### src/rtl/core/s256p_pkg.sv
`timescale 1ns / 1ps

package s256p_pkg;

  localparam int COUNT_W = 61;

  localparam logic [1:0] MODE_BYTE  = 2'd0;
  localparam logic [1:0] MODE_FINAL = 2'd1;
  localparam logic [1:0] MODE_END   = 2'd2;

  localparam logic [7:0] PAD_MARK   = 8'h80;
  localparam logic [3:0] IDX_BEFORE_LEN = 4'd13;
  localparam logic [3:0] IDX_BLOCK_END  = 4'd15;

  typedef struct packed {
    logic [1:0] mode;
    logic [7:0] data_byte;
  } src_beat_t;

  typedef struct packed {
    logic [31:0] word;
    logic        end_of_block;
    logic        last;
  } dst_beat_t;

  typedef enum logic [2:0] {
    ST_IDLE,
    ST_PAD,
    ST_ZERO,
    ST_LEN_HI,
    ST_LEN_LO
  } state_t;

  typedef struct packed {
    logic take_byte;
    logic emit_pad;
    logic emit_zero;
    logic emit_hi;
    logic emit_lo;
  } cmd_t;

  typedef struct packed {
    logic out_free;
    logic count_idx13;
    logic widx13;
  } status_t;

endpackage

### src/rtl/core/s256p_datapath.sv
`timescale 1ns / 1ps

module s256p_datapath (
  input  logic                 clk,
  input  logic                 rst,
  input  logic [7:0]           data_byte,
  input  s256p_pkg::cmd_t      cmd,
  output s256p_pkg::status_t   status,
  output logic                 dst_valid,
  input  logic                 dst_ready,
  output s256p_pkg::dst_beat_t dst_data
);

  logic [s256p_pkg::COUNT_W-1:0] byte_count;
  logic [23:0]                   partial_word;
  logic [3:0]                    widx;
  logic                          word_done;
  logic                          load;
  logic [31:0]                   pad_word;
  s256p_pkg::dst_beat_t          beat_next;

  assign word_done = cmd.take_byte && (byte_count[1:0] == 2'd3);
  assign load = word_done || cmd.emit_pad || cmd.emit_zero || cmd.emit_hi || cmd.emit_lo;

  assign status.out_free    = !dst_valid || dst_ready;
  assign status.count_idx13 = (byte_count[5:2] == s256p_pkg::IDX_BEFORE_LEN);
  assign status.widx13      = (widx == s256p_pkg::IDX_BEFORE_LEN);

  always_comb begin
    case (byte_count[1:0])
      2'd0:    pad_word = {s256p_pkg::PAD_MARK, 24'h000000};
      2'd1:    pad_word = {partial_word[7:0], s256p_pkg::PAD_MARK, 16'h0000};
      2'd2:    pad_word = {partial_word[15:0], s256p_pkg::PAD_MARK, 8'h00};
      default: pad_word = {partial_word[23:0], s256p_pkg::PAD_MARK};
    endcase
  end

  always_comb begin
    beat_next = '0;
    if (cmd.take_byte) begin
      beat_next.word         = {partial_word, data_byte};
      beat_next.end_of_block = (byte_count[5:0] == 6'd63);
    end else if (cmd.emit_pad) begin
      beat_next.word         = pad_word;
      beat_next.end_of_block = (byte_count[5:2] == s256p_pkg::IDX_BLOCK_END);
    end else if (cmd.emit_zero) begin
      beat_next.end_of_block = (widx == s256p_pkg::IDX_BLOCK_END);
    end else if (cmd.emit_hi) begin
      beat_next.word         = byte_count[60:29];
    end else if (cmd.emit_lo) begin
      beat_next.word         = {byte_count[28:0], 3'b000};
      beat_next.end_of_block = 1'b1;
      beat_next.last         = 1'b1;
    end
  end

  always_ff @(posedge clk) begin
    if (rst) begin
      byte_count   <= '0;
      partial_word <= '0;
      widx         <= '0;
      dst_valid    <= 1'b0;
    end else begin
      if (load) begin
        dst_valid <= 1'b1;
      end else if (dst_ready) begin
        dst_valid <= 1'b0;
      end
      if (cmd.take_byte) begin
        byte_count   <= byte_count + s256p_pkg::COUNT_W'(1);
        partial_word <= word_done ? 24'h000000 : {partial_word[15:0], data_byte};
      end
      if (cmd.emit_pad) begin
        widx <= byte_count[5:2] + 4'd1;
      end else if (cmd.emit_zero || cmd.emit_hi) begin
        widx <= widx + 4'd1;
      end
      if (cmd.emit_lo) begin
        byte_count   <= '0;
        partial_word <= '0;
      end
    end
  end

  always_ff @(posedge clk) begin
    if (load) begin
      dst_data <= beat_next;
    end
  end

`ifndef ASSERT_OFF
  a_cmd_onehot: assert property (@(posedge clk) disable iff (rst)
    $onehot0({cmd.take_byte, cmd.emit_pad, cmd.emit_zero, cmd.emit_hi, cmd.emit_lo}))
    else $error("More than one datapath command at once.");
  a_last_ends_block: assert property (@(posedge clk) disable iff (rst)
    dst_valid && dst_data.last |-> dst_data.end_of_block)
    else $error("Final word does not close a block.");
  a_count_cleared: assert property (@(posedge clk) disable iff (rst)
    cmd.emit_lo |=> (byte_count == '0) && (partial_word == '0))
    else $error("Message state not cleared after the length word.");
  a_no_overwrite: assert property (@(posedge clk) disable iff (rst)
    load |-> status.out_free)
    else $error("Output word overwritten before it was taken.");
`endif

endmodule

### src/rtl/core/s256p_ctrl.sv
`timescale 1ns / 1ps

module s256p_ctrl (
  input  logic               clk,
  input  logic               rst,
  input  logic               src_valid,
  output logic               src_ready,
  input  logic [1:0]         mode,
  input  s256p_pkg::status_t status,
  output s256p_pkg::cmd_t    cmd
);

  s256p_pkg::state_t state;
  s256p_pkg::state_t state_next;
  logic              accept;

  assign accept = src_valid && src_ready;

  always_ff @(posedge clk) begin
    if (rst) begin
      state <= s256p_pkg::ST_IDLE;
    end else begin
      state <= state_next;
    end
  end

  always_comb begin
    state_next = state;
    src_ready  = 1'b0;
    cmd        = '0;
    unique case (state)
      s256p_pkg::ST_IDLE: begin
        src_ready = status.out_free;
        if (src_valid && status.out_free) begin
          unique case (mode)
            s256p_pkg::MODE_BYTE: begin
              cmd.take_byte = 1'b1;
            end
            s256p_pkg::MODE_FINAL: begin
              cmd.take_byte = 1'b1;
              state_next    = s256p_pkg::ST_PAD;
            end
            s256p_pkg::MODE_END: begin
              state_next = s256p_pkg::ST_PAD;
            end
            default: begin
            end
          endcase
        end
      end
      s256p_pkg::ST_PAD: begin
        if (status.out_free) begin
          cmd.emit_pad = 1'b1;
          state_next   = status.count_idx13 ? s256p_pkg::ST_LEN_HI : s256p_pkg::ST_ZERO;
        end
      end
      s256p_pkg::ST_ZERO: begin
        if (status.out_free) begin
          cmd.emit_zero = 1'b1;
          state_next    = status.widx13 ? s256p_pkg::ST_LEN_HI : s256p_pkg::ST_ZERO;
        end
      end
      s256p_pkg::ST_LEN_HI: begin
        if (status.out_free) begin
          cmd.emit_hi = 1'b1;
          state_next  = s256p_pkg::ST_LEN_LO;
        end
      end
      s256p_pkg::ST_LEN_LO: begin
        if (status.out_free) begin
          cmd.emit_lo = 1'b1;
          state_next  = s256p_pkg::ST_IDLE;
        end
      end
      default: begin
        state_next = s256p_pkg::ST_IDLE;
      end
    endcase
  end

`ifndef ASSERT_OFF
  a_accept_idle: assert property (@(posedge clk) disable iff (rst)
    accept |-> (state == s256p_pkg::ST_IDLE))
    else $error("Input beat taken while padding.");
  a_hi_then_lo: assert property (@(posedge clk) disable iff (rst)
    cmd.emit_hi |=> (state == s256p_pkg::ST_LEN_LO))
    else $error("High length word not followed by the low length word.");
`endif

endmodule

### src/rtl/core/sha256_message_padder.sv
`timescale 1ns / 1ps

// Channel  Signals                          Beat
// src      src_valid, src_ready, src_data   mode, data_byte
// dst      dst_valid, dst_ready, dst_data   word, end_of_block, last
//
// Message bytes stream at one per cycle into a single registered output
// word. An end beat is followed by 3 to 18 padding words, one per cycle, and
// no input beat is taken until the last one is loaded. Synchronous reset
// clears the byte count, the partial word and the controller. A stall on dst
// holds the output word and blocks src.

module sha256_message_padder (
  input  logic                 clk,
  input  logic                 rst,
  input  logic                 src_valid,
  output logic                 src_ready,
  input  s256p_pkg::src_beat_t src_data,
  output logic                 dst_valid,
  input  logic                 dst_ready,
  output s256p_pkg::dst_beat_t dst_data
);

  s256p_pkg::cmd_t    cmd;
  s256p_pkg::status_t status;

  s256p_ctrl u_ctrl (
    .clk       (clk),
    .rst       (rst),
    .src_valid (src_valid),
    .src_ready (src_ready),
    .mode      (src_data.mode),
    .status    (status),
    .cmd       (cmd)
  );

  s256p_datapath u_datapath (
    .clk       (clk),
    .rst       (rst),
    .data_byte (src_data.data_byte),
    .cmd       (cmd),
    .status    (status),
    .dst_valid (dst_valid),
    .dst_ready (dst_ready),
    .dst_data  (dst_data)
  );

endmodule

### config.mk
export PLATFORM = sky130hd
export DESIGN_NAME = sha256_message_padder
export DESIGN_NICKNAME = d
export VERILOG_FILES = /design/src/rtl/core/s256p_pkg.sv /design/src/rtl/core/s256p_datapath.sv /design/src/rtl/core/s256p_ctrl.sv /design/src/rtl/core/sha256_message_padder.sv
export SDC_FILE = /design/constraint.sdc
export NUM_CORES = 1
export LEC_CHECK = 0
export BUFFER_PORTS_ARGS = -buffer_cell sky130_fd_sc_hd__buf_2
export CAP_MARGIN = 20
export CELL_PAD_IN_SITES_DETAIL_PLACEMENT = 1
export CELL_PAD_IN_SITES_GLOBAL_PLACEMENT = 1
export CORE_ASPECT_RATIO = 0.5
export CORE_MARGIN = 1
export CORE_UTILIZATION = 38
export CTS_CLUSTER_DIAMETER = 80
export CTS_CLUSTER_SIZE = 16
export DETAILED_ROUTE_END_ITERATION = 6
export GPL_ROUTABILITY_DRIVEN = 0
export PLACE_DENSITY = 0.7
export SLEW_MARGIN = 20
export SYNTH_ARGS = -nofsm -noshare
export SYNTH_HDL_FRONTEND = slang
export SYNTH_SLANG_ARGS = --single-unit
### constraint.sdc
create_clock -name clk -period 5.91 [get_ports clk]
set_clock_uncertainty 0.2 [all_clocks]
set_input_delay 1.182 -clock clk [delete_from_list [all_inputs] [get_ports clk]]
set_output_delay 1.182 -clock clk [all_outputs]
set_load 0.02 [all_outputs]
==> impl_results.md <==
* Avg Cell Area, Syn at approximately 9 sq um
* RR Endpoint: u_datapath.byte_count[50]$_SDFFE_PP0P_
* 1st-pass router iterations at 6
* Final hold vios at 0
* Diode count at 0
* Status: finished clean
* Placed cell areas at 6670 sq um
* Root Buffer: clkbuf_16
* Fmax at 257 MHz
* Worst-Skew Late Latency at 420 ps
* Setup TNS at 0 ps
* First-pass GRT wire length at 32200 microns
* Post-synth ARST share at 0%
* Area growth, synth to finish at 16.5%
* Number of global-route vias before repair at roughly 5700
* Final Setup Violations at 0
* VDD IR-drop max at about 0.23 mV
* CP Class: in2reg
* Die ar. at 17000 sq um
* Reg2Reg Depth at 5
* WP data required at roughly 6100 ps
* P per Cell Area at 415 nW/um^2
* DIE WIDTH at 184 microns
* Gr usage total at 25.1%
* Crit path buf inv count at 2
* Slowest stage delay, CP at 680 ps
* Sequential share of the synthesized area at 46.0%
* Total Power at a little over 3000 uW
* Worst-margin pin slew at 1100 ps
* Mapped Area at between 6000 and 7000 sq um
* DR vias/cell at 5.98
* CP top delay family: simple AND/OR/NAND/NOR gates
* Max-slew headroom at 26.3%
* Worst hold slack at 254 ps
* Clk buf depth at 2
* Post CTS Setup Buffer Count at 0
* R2R Setup Slk at 2640 ps
* Routed WL at 20300 microns
* Post-route cell area at 7300 sq um
* Crit-path cells: buf_2 -> inv_1 -> ha_1 -> o21ai_0 -> nor4_4 -> nand4_1 -> or4_1 -> a21oi_1
* Final Cycle Share at about 66%
* Starting Density at 39.8%
* Via count at ~5700
* Overflow after GRT at 0
* Filler cells at 1827
* Hold Path Class: reg2reg
* Ys flop type: dfxtp_1
* I/O pins at 50
* Gates resized, CTS repair at 0
* CTS buffer count at 17
* Endpoint type of the worst setup path: flip-flop
* CP endpoint: u_datapath.byte_count[50]$_SDFFE_PP0P_
* Chip Height at 92.8 microns
* CTS tree: built
* Slowest-stage cell, CP: nor4_4
* DR iter-0 viols at 613
* Antenna Violating Nets Remaining at 0
* Hold_buf cts at 0
* Minimum clock period at 3890 ps
* EDFF count, synth at 34
* Antenna violations before repair at 0
* Yosys warns at 0
* Seq cells post-synth at 127
* Crit path DAT at slightly above 4000 ps
* Wire length per cell at 21.2 microns
* Core area at 15700 sq um
* Cells after Synth at about 700
* Worst reg2reg startpoint: u_ctrl.state[0]$_SDFFE_PP0P_
* TritonCTS Sinks at 127
* Max_cap viols at 0
* Net Count, Synth at between 700 and 800
* H-tree Lvls at 4
* Number of cells on the critical path at 8
* Residual DRC at 0
* P_leak at 0.00248 uW
* Std cell rows at 32
* Final Max Slew Viols at 0
* Layout cells sized above 1 at 14.1%
* Clock transition at path regs at approximately 60 ps
* Synth unique cells at 55
* RSZ-0062 raised after global routing: false
* Nets at 747
* PortBufs at 49
* Crit start category: primary input
* Hpwl dp at 13900 microns
* CP Launch Point: src_data[8]
* CP max FO at 15
* Largest net degree at the start of global routing at 65
==> cell usage in the layout (no fill, tap or decap), types with 25 or more instances in the layout <==
cell type	count
nor2_1	54
dfxtp_1	93
buf_2	49
nand3_1	28
inv_1	25
nand2_1	76
a21oi_1	65
o21ai_0	27
edfxtp_1	34
==> kinds of logic after synthesis <==
logic type,Yosys count,share of synthesized area (%)
simple gates,291,25.3
compound gates,167,17.7
flops,127,46.0
buf+inv,74,4.91
xor+xnor,29,4.05
fa+ha+maj,7,1.40
mux,4,0.659
==> tightest hold or removal path, stage by stage, from the launching register on <==
cell,delay (ps)
dfxtp_1,310
nand2_1,50
a21oi_1,50
==> routing by layer <==
layer | vias to the layer above | global-route usage [%] | part of all wire, %
li1 | 2649 | - | -
met1 | 2873 | 36.5 | 49
met2 | 199 | 37.3 | 42
met3 | 21 | 4.84 | 7.4
met4 | 0 | 7.01 | 1.2
met5 | - | 0 | 0
==> Yosys cell counts (8+ instances only) <==
cell type	count	area (sq um)
a22oi_1	11	82.6
nand4_1	24	150
o21ai_0	27	135
nand2_1	76	285
or4_1	13	97.6
a22o_1	12	105
o31ai_1	12	90.1
buf_2	9	45.0
xnor2_1	8	70.1
edfxtp_1	34	1020
dfxtp_1	93	1860
inv_1	25	93.8
nand3_1	28	140
xor2_1	21	184
or3_1	21	131
buf_1	9	33.8
nor2_1	54	203
a222oi_1	17	170
nor3_1	9	45.0
nand3b_1	24	180
clkbuf_1	28	105
a21oi_1	65	325
==> report_power, final <==
part,switching [uW],internal (uW)
clock,410,719
combinational,528,201
sequential,77.7,1090
==> worst min-delay path by stage <==
| stage | cells past startpoint | to | slack (ps) | start |
|---|---|---|---|---|
| floorplan | 2 | u_datapath.partial_word[22]$_SDFFE_PP0P_ | 230 | u_datapath.partial_word[22]$_SDFFE_PP0P_ |
| global placement | 2 | u_datapath.partial_word[19]$_SDFFE_PP0P_ | 240 | u_datapath.partial_word[19]$_SDFFE_PP0P_ |
| detailed placement | 2 | u_datapath.partial_word[22]$_SDFFE_PP0P_ | 250 | u_datapath.partial_word[22]$_SDFFE_PP0P_ |
| CTS | 2 | u_datapath.partial_word[22]$_SDFFE_PP0P_ | 260 | u_datapath.partial_word[22]$_SDFFE_PP0P_ |
| global route | 2 | u_datapath.partial_word[18]$_SDFFE_PP0P_ | 280 | u_datapath.partial_word[18]$_SDFFE_PP0P_ |
| finish | 2 | u_datapath.partial_word[20]$_SDFFE_PP0P_ | 250 | u_datapath.partial_word[20]$_SDFFE_PP0P_ |
==> layout make-up <==
| class | count | area [sq um] | share of cell area [%] |
|---|---|---|---|
| clock buffer | 19 | 443 | 6.07 |
| clock inverter | 13 | 186 | 2.56 |
| inverter | 25 | 93.8 | 1.29 |
| multi-input combinational | 498 | 3110 | 42.6 |
| sequential | 127 | 2880 | 39.5 |
| tap | 221 | 277 | 3.79 |
| timing repair buffer | 57 | 305 | 4.18 |
==> through the flow <==
stage	util (%)	worst slack [ps]	cells
CTS	46.4	2040	960
finish	46.4	2020	960
global route	46.4	1810	960
global placement	42.4	1780	928
detailed placement	42.4	1590	928
floorplan	-	976	699
==> flip-flops by register name, indices dropped and copies added (netlist names) <==
name	count
u_datapath.widx	4
u_datapath.partial_word	24
u_datapath.dst_valid	1
u_ctrl.state	3
u_datapath.byte_count	61
u_datapath.dst_data	34
(Power assumes the default switching activity.)
